**src/rtl/dws_pkg.sv**
```systemverilog
package dws_pkg;

    localparam int CHAR_W         = 8;
    localparam int OUT_W          = 32;
    localparam int CFG_CHARS_W    = 64;
    localparam int CFG_COUNT_W    = 4;
    localparam int DEF_MAX_DELIMS = 8;
    localparam int DEF_POS_WIDTH  = 32;
    localparam int PADDR_W        = 5;
    localparam int PDATA_W        = 64;
    localparam int REG_IDX_W      = 2;

    // Register indexes; register i sits at byte address 8*i.
    localparam logic [REG_IDX_W-1:0] REG_DELIM_CHARS = 2'd0;
    localparam logic [REG_IDX_W-1:0] REG_DELIM_COUNT = 2'd1;
    localparam logic [REG_IDX_W-1:0] REG_BASE_OFFSET = 2'd2;

    localparam logic [CFG_COUNT_W-1:0] DELIM_COUNT_RESET = 4'd1;

    typedef struct packed {
        logic [CFG_CHARS_W-1:0] delim_chars;
        logic [CFG_COUNT_W-1:0] delim_count;
        logic [OUT_W-1:0]       base_offset;
    } dws_cfg_t;

    typedef struct packed {
        logic advance;
        logic hit;
        logic last;
    } dws_step_t;

endpackage

```
**src/rtl/dws_if.sv**
```systemverilog
interface dws_char_if;
    import dws_pkg::*;

    logic              valid;
    logic              ready;
    logic [CHAR_W-1:0] char_code;
    logic              last_char;

    modport source (output valid, char_code, last_char, input ready);
    modport sink (input valid, char_code, last_char, output ready);
endinterface

interface dws_word_if;
    import dws_pkg::*;

    logic             valid;
    logic             ready;
    logic [OUT_W-1:0] word_start;
    logic [OUT_W-1:0] word_length;
    logic             last_word;

    modport source (output valid, word_start, word_length, last_word, input ready);
    modport sink (input valid, word_start, word_length, last_word, output ready);
endinterface

```
**src/rtl/dws_cfg_regs.sv**
```systemverilog
module dws_cfg_regs (
    input  logic                     clk,
    input  logic                     rst_n,
    input  logic                     psel,
    input  logic                     penable,
    input  logic                     pwrite,
    input  logic [dws_pkg::PADDR_W-1:0] paddr,
    input  logic [dws_pkg::PDATA_W-1:0] pwdata,
    output logic [dws_pkg::PDATA_W-1:0] prdata,
    output logic                     pready,
    output dws_pkg::dws_cfg_t        cfg
);
    import dws_pkg::*;

    dws_cfg_t             cfg_reg;
    logic [REG_IDX_W-1:0] reg_idx;
    logic                 wr_en;

    assign reg_idx = paddr[PADDR_W-1:PADDR_W-REG_IDX_W];
    assign wr_en   = psel && penable && pwrite;
    assign pready  = 1'b1;
    assign cfg     = cfg_reg;

    always_ff @(posedge clk or negedge rst_n)
    begin
        if (!rst_n)
        begin
            cfg_reg.delim_chars <= '0;
            cfg_reg.delim_count <= DELIM_COUNT_RESET;
            cfg_reg.base_offset <= '0;
        end
        else if (wr_en)
        begin
            case (reg_idx)
                REG_DELIM_CHARS: cfg_reg.delim_chars <= pwdata[CFG_CHARS_W-1:0];
                REG_DELIM_COUNT: cfg_reg.delim_count <= pwdata[CFG_COUNT_W-1:0];
                REG_BASE_OFFSET: cfg_reg.base_offset <= pwdata[OUT_W-1:0];
                default: ;
            endcase
        end
    end

    always_comb
    begin
        case (reg_idx)
            REG_DELIM_CHARS: prdata = PDATA_W'(cfg_reg.delim_chars);
            REG_DELIM_COUNT: prdata = PDATA_W'(cfg_reg.delim_count);
            REG_BASE_OFFSET: prdata = PDATA_W'(cfg_reg.base_offset);
            default:         prdata = '0;
        endcase
    end

endmodule

```
**src/rtl/dws_delim_match.sv**
```systemverilog
module dws_delim_match #(
    parameter int MAX_DELIMS = dws_pkg::DEF_MAX_DELIMS
) (
    input  dws_pkg::dws_cfg_t           cfg,
    input  logic [dws_pkg::CHAR_W-1:0]  char_code,
    output logic                        hit
);
    import dws_pkg::*;

    logic [CFG_COUNT_W-1:0] eff_count;
    logic [MAX_DELIMS-1:0]  lane_hit;

    // Counts above the lane count enable every lane.
    assign eff_count = (cfg.delim_count > CFG_COUNT_W'(MAX_DELIMS)) ?
                       CFG_COUNT_W'(MAX_DELIMS) : cfg.delim_count;

    always_comb
    begin
        for (int i = 0; i < MAX_DELIMS; i++)
        begin
            lane_hit[i] = (CFG_COUNT_W'(i) < eff_count) &&
                          (cfg.delim_chars[CHAR_W*i +: CHAR_W] == char_code);
        end
    end

    assign hit = |lane_hit;

endmodule

```
**src/rtl/dws_word_track.sv**
```systemverilog
module dws_word_track #(
    parameter int POS_WIDTH = dws_pkg::DEF_POS_WIDTH
) (
    input  logic                       clk,
    input  logic                       rst_n,
    input  dws_pkg::dws_cfg_t          cfg,
    input  dws_pkg::dws_step_t         step,
    input  logic                       out_ready,
    output logic                       out_valid,
    output logic [dws_pkg::OUT_W-1:0]  word_start,
    output logic [dws_pkg::OUT_W-1:0]  word_length,
    output logic                       last_word
);
    import dws_pkg::*;

    localparam int SUM_W = ((POS_WIDTH > OUT_W) ? POS_WIDTH : OUT_W) + 1;
    localparam logic [SUM_W-1:0] OUT_MAX = SUM_W'({OUT_W{1'b1}});

    logic [POS_WIDTH-1:0] pos_reg;
    logic [POS_WIDTH-1:0] pos_next;
    logic [POS_WIDTH-1:0] start_reg;
    logic [POS_WIDTH-1:0] start_next;
    logic [POS_WIDTH-1:0] pos_inc;
    logic [POS_WIDTH-1:0] word_end;
    logic [SUM_W-1:0]     start_sum;
    logic [SUM_W-1:0]     len_wide;
    logic                 emit;
    logic                 out_valid_reg;
    logic [OUT_W-1:0]     word_start_reg;
    logic [OUT_W-1:0]     word_length_reg;
    logic                 last_word_reg;
    logic [OUT_W-1:0]     word_start_next;
    logic [OUT_W-1:0]     word_length_next;

    // Positions stick at all ones instead of wrapping.
    assign pos_inc = (pos_reg == {POS_WIDTH{1'b1}}) ? pos_reg : pos_reg + POS_WIDTH'(1);

    assign emit = (cfg.delim_count != '0) && (step.hit || step.last);

    // A delimiter ends the word before itself; a final non-delimiter includes itself.
    assign word_end  = step.hit ? pos_reg : pos_inc;
    assign start_sum = SUM_W'(start_reg) + SUM_W'(cfg.base_offset);
    assign len_wide  = SUM_W'(word_end) - SUM_W'(start_reg);

    always_comb
    begin
        word_start_next = (start_sum > OUT_MAX) ? {OUT_W{1'b1}} : start_sum[OUT_W-1:0];
        if (word_end < start_reg)
        begin
            word_length_next = '0;
        end
        else if (len_wide > OUT_MAX)
        begin
            word_length_next = {OUT_W{1'b1}};
        end
        else
        begin
            word_length_next = len_wide[OUT_W-1:0];
        end

        pos_next   = pos_reg;
        start_next = start_reg;
        if (step.advance)
        begin
            if (step.last)
            begin
                pos_next   = '0;
                start_next = '0;
            end
            else
            begin
                pos_next = pos_inc;
                if (emit)
                begin
                    start_next = pos_inc;
                end
            end
        end
    end

    always_ff @(posedge clk or negedge rst_n)
    begin
        if (!rst_n)
        begin
            pos_reg       <= '0;
            start_reg     <= '0;
            out_valid_reg <= 1'b0;
        end
        else
        begin
            pos_reg   <= pos_next;
            start_reg <= start_next;
            if (step.advance)
            begin
                out_valid_reg <= emit;
            end
            else if (out_ready)
            begin
                out_valid_reg <= 1'b0;
            end
        end
    end

    always_ff @(posedge clk)
    begin
        if (step.advance && emit)
        begin
            word_start_reg  <= word_start_next;
            word_length_reg <= word_length_next;
            last_word_reg   <= step.last;
        end
    end

    assign out_valid   = out_valid_reg;
    assign word_start  = word_start_reg;
    assign word_length = word_length_reg;
    assign last_word   = last_word_reg;

    // The open word never starts past the current position.
    a_start_le_pos: assert property (@(posedge clk) disable iff (!rst_n)
        start_reg <= pos_reg)
        else $error("word start ahead of position");

    // Finishing a document returns both positions to zero.
    a_last_clears: assert property (@(posedge clk) disable iff (!rst_n)
        step.advance && step.last |=> (pos_reg == '0) && (start_reg == '0))
        else $error("position not cleared after final character");

    // An item that yields no word leaves the result register empty.
    a_no_emit_empty: assert property (@(posedge clk) disable iff (!rst_n)
        step.advance && !emit |=> !out_valid_reg)
        else $error("result shown for an item without a word");

    // A result may only be replaced when it has been taken.
    a_no_overwrite: assert property (@(posedge clk) disable iff (!rst_n)
        out_valid_reg && !out_ready |-> !step.advance)
        else $error("pending result overwritten");

endmodule

```
**src/rtl/delimiter_word_splitter.sv**
```systemverilog
// Channel   Role   Payload                                   Accepted when
// --------  -----  ----------------------------------------  -------------------
// in_ch     sink   char_code[7:0], last_char                  valid && ready
// out_ch    source word_start[31:0], word_length[31:0],       valid && ready
//                  last_word
// APB       slave  delim_chars @0x00, delim_count @0x08,      psel && penable &&
//                  base_offset @0x10                          pwrite
//
// Each item passes from acceptance through the input register and then the result
// register. The block accepts one item every cycle while out_ch is not stalled;
// the state update (position, word start) is a single increment and the
// word figures are one add and one subtract, all between those two registers.
// Reset (rst_n, asynchronous, active low) clears the positions, the pipeline
// valid bits and the registers to their defaults (delim_count = 1).
// When out_ch stalls with a word pending, the input register holds and in_ch
// ready drops; items that produce no word still need the result slot free or
// draining, so the stall reaches the input for them too.
module delimiter_word_splitter #(
    parameter int MAX_DELIMS = dws_pkg::DEF_MAX_DELIMS,
    parameter int POS_WIDTH  = dws_pkg::DEF_POS_WIDTH
) (
    input  logic                        clk,
    input  logic                        rst_n,
    input  logic                        psel,
    input  logic                        penable,
    input  logic                        pwrite,
    input  logic [dws_pkg::PADDR_W-1:0] paddr,
    input  logic [dws_pkg::PDATA_W-1:0] pwdata,
    output logic [dws_pkg::PDATA_W-1:0] prdata,
    output logic                        pready,
    dws_char_if.sink                    in_ch,
    dws_word_if.source                  out_ch
);
    import dws_pkg::*;

    dws_cfg_t          cfg;
    dws_step_t         step;
    logic              in_valid_reg;
    logic [CHAR_W-1:0] char_reg;
    logic              last_reg;
    logic              hit;
    logic              advance;
    logic              in_take;

    // Configuration registers must be written by the user only while the pipeline
    // is empty, so in-flight items always see a stable set; the block does not enforce it.
    dws_cfg_regs u_cfg_regs (
        .clk     (clk),
        .rst_n   (rst_n),
        .psel    (psel),
        .penable (penable),
        .pwrite  (pwrite),
        .paddr   (paddr),
        .pwdata  (pwdata),
        .prdata  (prdata),
        .pready  (pready),
        .cfg     (cfg)
    );

    // The registered item moves on when the result slot is empty or is being
    // drained this cycle, whether or not the item produces a word.
    assign advance     = in_valid_reg && (!out_ch.valid || out_ch.ready);
    assign in_take     = in_ch.valid && in_ch.ready;
    assign in_ch.ready = !in_valid_reg || advance;

    always_ff @(posedge clk or negedge rst_n)
    begin
        if (!rst_n)
        begin
            in_valid_reg <= 1'b0;
        end
        else if (in_ch.ready)
        begin
            in_valid_reg <= in_ch.valid;
        end
    end

    always_ff @(posedge clk)
    begin
        if (in_take)
        begin
            char_reg <= in_ch.char_code;
            last_reg <= in_ch.last_char;
        end
    end

    dws_delim_match #(
        .MAX_DELIMS (MAX_DELIMS)
    ) u_match (
        .cfg       (cfg),
        .char_code (char_reg),
        .hit       (hit)
    );

    assign step.advance = advance;
    assign step.hit     = hit;
    assign step.last    = last_reg;

    dws_word_track #(
        .POS_WIDTH (POS_WIDTH)
    ) u_track (
        .clk         (clk),
        .rst_n       (rst_n),
        .cfg         (cfg),
        .step        (step),
        .out_ready   (out_ch.ready),
        .out_valid   (out_ch.valid),
        .word_start  (out_ch.word_start),
        .word_length (out_ch.word_length),
        .last_word   (out_ch.last_word)
    );

    // A held item stays in the input register until it can move on.
    a_hold_item: assert property (@(posedge clk) disable iff (!rst_n)
        in_valid_reg && !advance |=> in_valid_reg && $stable(char_reg) && $stable(last_reg))
        else $error("held item lost or changed");

endmodule
```
**src/flat_wrapper.sv**
```systemverilog
// flat-port wrapper written by rule: the top's interface ports become plain ports
module delimiter_word_splitter_flat import dws_pkg::*;
#(
    parameter int MAX_DELIMS = dws_pkg::DEF_MAX_DELIMS,
    parameter int POS_WIDTH  = dws_pkg::DEF_POS_WIDTH
)
  (clk, rst_n, psel, penable, pwrite, paddr, pwdata, prdata, pready, in_ch_valid, in_ch_char_code, in_ch_last_char, in_ch_ready, out_ch_valid, out_ch_word_start, out_ch_word_length, out_ch_last_word, out_ch_ready);
  dws_char_if in_ch_i ();
  dws_word_if out_ch_i ();
  input  logic clk;
  input  logic rst_n;
  input  logic psel;
  input  logic penable;
  input  logic pwrite;
  input  logic [dws_pkg::PADDR_W-1:0] paddr;
  input  logic [dws_pkg::PDATA_W-1:0] pwdata;
  output logic [dws_pkg::PDATA_W-1:0] prdata;
  output logic pready;
  input wire logic [$bits(in_ch_i.valid)-1:0] in_ch_valid;
  input wire logic [$bits(in_ch_i.char_code)-1:0] in_ch_char_code;
  input wire logic [$bits(in_ch_i.last_char)-1:0] in_ch_last_char;
  output wire logic [$bits(in_ch_i.ready)-1:0] in_ch_ready;
  output wire logic [$bits(out_ch_i.valid)-1:0] out_ch_valid;
  output wire logic [$bits(out_ch_i.word_start)-1:0] out_ch_word_start;
  output wire logic [$bits(out_ch_i.word_length)-1:0] out_ch_word_length;
  output wire logic [$bits(out_ch_i.last_word)-1:0] out_ch_last_word;
  input wire logic [$bits(out_ch_i.ready)-1:0] out_ch_ready;
  assign in_ch_i.valid = in_ch_valid;
  assign in_ch_i.char_code = in_ch_char_code;
  assign in_ch_i.last_char = in_ch_last_char;
  assign in_ch_ready = in_ch_i.ready;
  assign out_ch_valid = out_ch_i.valid;
  assign out_ch_word_start = out_ch_i.word_start;
  assign out_ch_word_length = out_ch_i.word_length;
  assign out_ch_last_word = out_ch_i.last_word;
  assign out_ch_i.ready = out_ch_ready;
  delimiter_word_splitter #(.MAX_DELIMS(MAX_DELIMS), .POS_WIDTH(POS_WIDTH)) u_core (.clk(clk), .rst_n(rst_n), .psel(psel), .penable(penable), .pwrite(pwrite), .paddr(paddr), .pwdata(pwdata), .prdata(prdata), .pready(pready), .in_ch(in_ch_i), .out_ch(out_ch_i));
endmodule
```
**config.mk**
```make
export PLATFORM = sky130hd
export DESIGN_NAME = delimiter_word_splitter_flat
export DESIGN_NICKNAME = d
export VERILOG_FILES = /design/src/rtl/dws_pkg.sv /design/src/rtl/dws_if.sv /design/src/rtl/dws_cfg_regs.sv /design/src/rtl/dws_delim_match.sv /design/src/rtl/dws_word_track.sv /design/src/rtl/delimiter_word_splitter.sv /design/src/flat_wrapper.sv
export SDC_FILE = /design/constraint.sdc
export NUM_CORES = 1
export LEC_CHECK = 0
export BUFFER_PORTS_ARGS = -buffer_cell sky130_fd_sc_hd__buf_2
export CAP_MARGIN = 30
export CORE_ASPECT_RATIO = 0.6
export CORE_MARGIN = 2
export CORE_UTILIZATION = 46
export CTS_BUF_LIST = sky130_fd_sc_hd__clkbuf_4 sky130_fd_sc_hd__clkbuf_8
export DETAILED_ROUTE_END_ITERATION = 12
export GPL_TIMING_DRIVEN = 0
export PLACE_DENSITY_LB_ADDON = 0.15
export RECOVER_POWER = 50
export SYNTH_ARGS = -nofsm -noshare
export SYNTH_HDL_FRONTEND = slang
export SYNTH_SLANG_ARGS = --single-unit
```
**constraint.sdc**
```tcl
create_clock -name clk -period 5.5 [get_ports clk]
set_input_delay 0.275 -clock clk [delete_from_list [all_inputs] [get_ports clk]]
set_output_delay 0.275 -clock clk [all_outputs]
set_load 0.01 [all_outputs]
```
==> reports/metrics.cfg <==
[synthesis]
synth_cell_types=82
ys.flop_type=dfrtp_1
synth_seq_cells=240
avgSynthCellArea_um2=9.75
synth.yosys.seq_area_share=0.420
syn_nets=1710
syn_area_um2=15200
ys_warn_count=0
ys_async_sr_fraction=0.692
synth-edff-count=74
synthCells=1558

[cts]
cts-htree-levels=2
root_buffer=clkbuf_8
clock-sinks=240
numCtsBuffers=40
cts_tree=done
clkTransAtPathRegs_ns=0.07
clk_latency_ns=0.58
cts_buffer_depth=3

[detailed_routing]
drcViolationCount=0
drt-vias-per-instance=5.59
num_vias=13118
ant_nets=0
first_pass_iters=6
wl_per_cell_um=19.8
routed_wl_mm=46.4
drt_iter0_markers=1052

[floorplanning]
core-area_um2=32500
die_h_um=145
io_pins=217
start_util=0.468
die_area_um2=34600
rows=51
dieWidth_um=239

[sta]
setup_viol=0
tightest_slew_ns=3.89
timing.final.ws_setup_ns=0.152
drv_slew=78
fin_crit_sh=0.972
min_period_ns=5.35
hold_slack_ns=0.0225
slew_headroom=-1.59
finalHoldViolCount=0
timing.fmax_mhz=187
finClkSkew_ns=0.0278

[grt]
grt-ovfl-total=0
grtUsageTotal=0.263
grt_max_degree=101
antenna_found_initial=0
grt_pass1_wl_mm=69.5
first_global_vias=12168

[setup_path]
r2r_slack_ns=0.15
worstSetupEndpointType=register
rr_endpoint=u_core.u_track.word_length[24]$_SDFFCE_PN0P_
worstRegToRegCells=24
cp-endpoint=u_core.u_track.word_length[24]$_SDFFCE_PN0P_
crit_required_ns=5.81
critPathKind=register to register
arrival_ns=5.65
worstPathMaxFanout=10
startpoint=u_core.char_reg[6]$_DFFE_PP_
r2r_start=u_core.char_reg[6]$_DFFE_PP_
cp-start-kind=register

[final_layout]
fin_nets=2046
largest_reg_flops=100
final_common_cell=dfrtp_1
final_cell_mix=dfrtp_1 (165), nand2_1 (163), buf_2 (141)
drive_gt1_frac=0.200
syn2layout_area_growth_pct=22.4
layout.core_utilization=0.573

[power]
p_per_area_nw_per_um2=327
leakage_nw=8.02
irDropWorstVdd_v=0.000212

[place]
post-place-ws_ns=-1.01
place_congestion=0.914
port-buffer-count=210
dp_hpwl_mm=34.8

[outcome]
violations=capacitance limit, slew limit
status=finished with violations

[hold_path]
hp-class=input pin to register

[job]
maxCapViolCount=2

[how the worst min path moves through the flow]
stage	start	to	slack [ns]	depth (start not counted)
after floorplan	rst_n	u_core.in_valid_reg$_DFFE_PN0N_	-0.02	0
after global placement	in_ch_char_code[1]	u_core.char_reg[1]$_DFFE_PP_	0.45	1
after detailed placement	rst_n	u_core.u_track.pos_reg[28]$_DFFE_PN0P_	0.27	1
after CTS	pwdata[12]	u_core.u_cfg_regs.cfg[48]$_DFFE_PN0P_	0.003	2
after global routing	pwdata[12]	u_core.u_cfg_regs.cfg[12]$_DFFE_PN0P_	0.002	2
final	pwdata[12]	u_core.u_cfg_regs.cfg[48]$_DFFE_PN0P_	0.02	2
[final cells by class]
class,instances,area [um^2]
buffer,82,432
tap,424,531
fill,2911,13900
sequential,240,6380
antenna,1,2.50
clock inverter,10,85.1
clock buffer,61,758
inverter,55,206
timing repair buffer,296,1840
multi-input combinational,1179,8370
[cells by family after synthesis]
group | synth area share
buffers and inverters | 0.0401
flip-flops | 0.420
adder cells (fa/ha/maj) | 0.0562
AND/OR/NAND/NOR | 0.152
AO/OA/AOI/OAI | 0.132
XOR/XNOR | 0.101
other | 0.000247
multiplexers | 0.0979
[routing by layer]
| metal | track usage | share of wire | vias to the layer above |
|---|---|---|---|
| met5 | 0 | 0 | - |
| met1 | 0.415 | 0.50 | 6377 |
| met3 | 0.0675 | 0.084 | 62 |
| met4 | 0.0579 | 0.016 | 0 |
| met2 | 0.352 | 0.40 | 504 |
| li1 | - | - | 6175 |
[critical path, cell delays in order, from the launching register on]
cell	delay, ns
edfxtp_1	0.38
clkbuf_4	0.25
xor2_1	0.27
nor4_2	0.07
nand2_1	0.07
buf_4	0.16
o21ai_2	0.11
a31oi_1	0.27
o2111a_2	0.35
clkbuf_4	0.26
nand2_1	0.09
xnor2_1	0.13
ha_1	0.29
buf_2	0.18
and4_1	0.22
nand3_1	0.18
or4_1	0.57
o32ai_4	0.20
o31ai_4	0.11
a21oi_2	0.24
a21oi_2	0.10
o21ai_4	0.18
buf_12	0.15
buf_6	0.16
a31oi_1	0.09
[power by group]
part | internal [mW] | switching (mW)
combinational | 0.843 | 1.08
clock | 0.931 | 0.781
sequential | 2.22 | 0.225
total | 3.99 | 2.08
[Yosys cell counts (3+ instances only)]
library cell	n	area share
xor2_1	67	0.039
buf_6	8	0.0059
nand2_1	163	0.040
mux2_2	101	0.075
and4_1	5	0.0029
nor4_1	11	0.0045
o21ai_0	130	0.043
nand3_1	23	0.0076
a21o_1	21	0.010
or3_1	4	0.0016
and3_1	18	0.0074
inv_1	55	0.014
o21bai_1	8	0.0040
mux2i_1	35	0.023
buf_2	15	0.0049
nand2b_1	10	0.0041
nor2_1	106	0.026
o21ai_1	5	0.0016
edfxtp_1	74	0.15
o211ai_1	4	0.0020
and2_1	38	0.016
a211oi_1	12	0.0059
a31oi_1	16	0.0066
clkbuf_1	54	0.013
a21oi_1	84	0.028
buf_1	4	0.00099
a2111oi_0	3	0.0017
nand3b_1	6	0.0030
o31ai_1	14	0.0069
nor2b_1	12	0.0049
o21a_1	9	0.0044
nor3b_1	5	0.0025
xnor2_1	109	0.063
nand4_1	26	0.011
ha_1	65	0.054
dfrtp_1	165	0.27
nor3_1	14	0.0046
a21oi_2	3	0.0017
o2111ai_1	3	0.0017
[timing repair]
item | in CTS | in global routing
resized for setup | 17 | 35
endpoints found under the setup margin | 32 | 32
setup buffers | 1 | 5
hold endpoints to repair | 173 | 0
gates cloned | 0 | 0
pin swaps | 1 | 8
hold buffers | 75 | 0
[stage by stage]
| stage | area [um^2] | setup TNS (ns) | total power [mW] | std cells |
|---|---|---|---|---|
| 2_1_floorplan | 15200 | 0 | 3.64 | 1558 |
| 3_3_place_gp | 16800 | -205.47 | 4.22 | 2192 |
| 5_1_grt | 18600 | -1.27 | 6.40 | 2347 |
| 6_report | 18600 | 0 | 6.08 | 2348 |
| 4_1_cts | 18600 | 0 | 6.08 | 2344 |
| 3_5_place_dp | 16900 | -29.59 | 4.25 | 2197 |
Note: power is estimated with default switching activity, not from simulation.
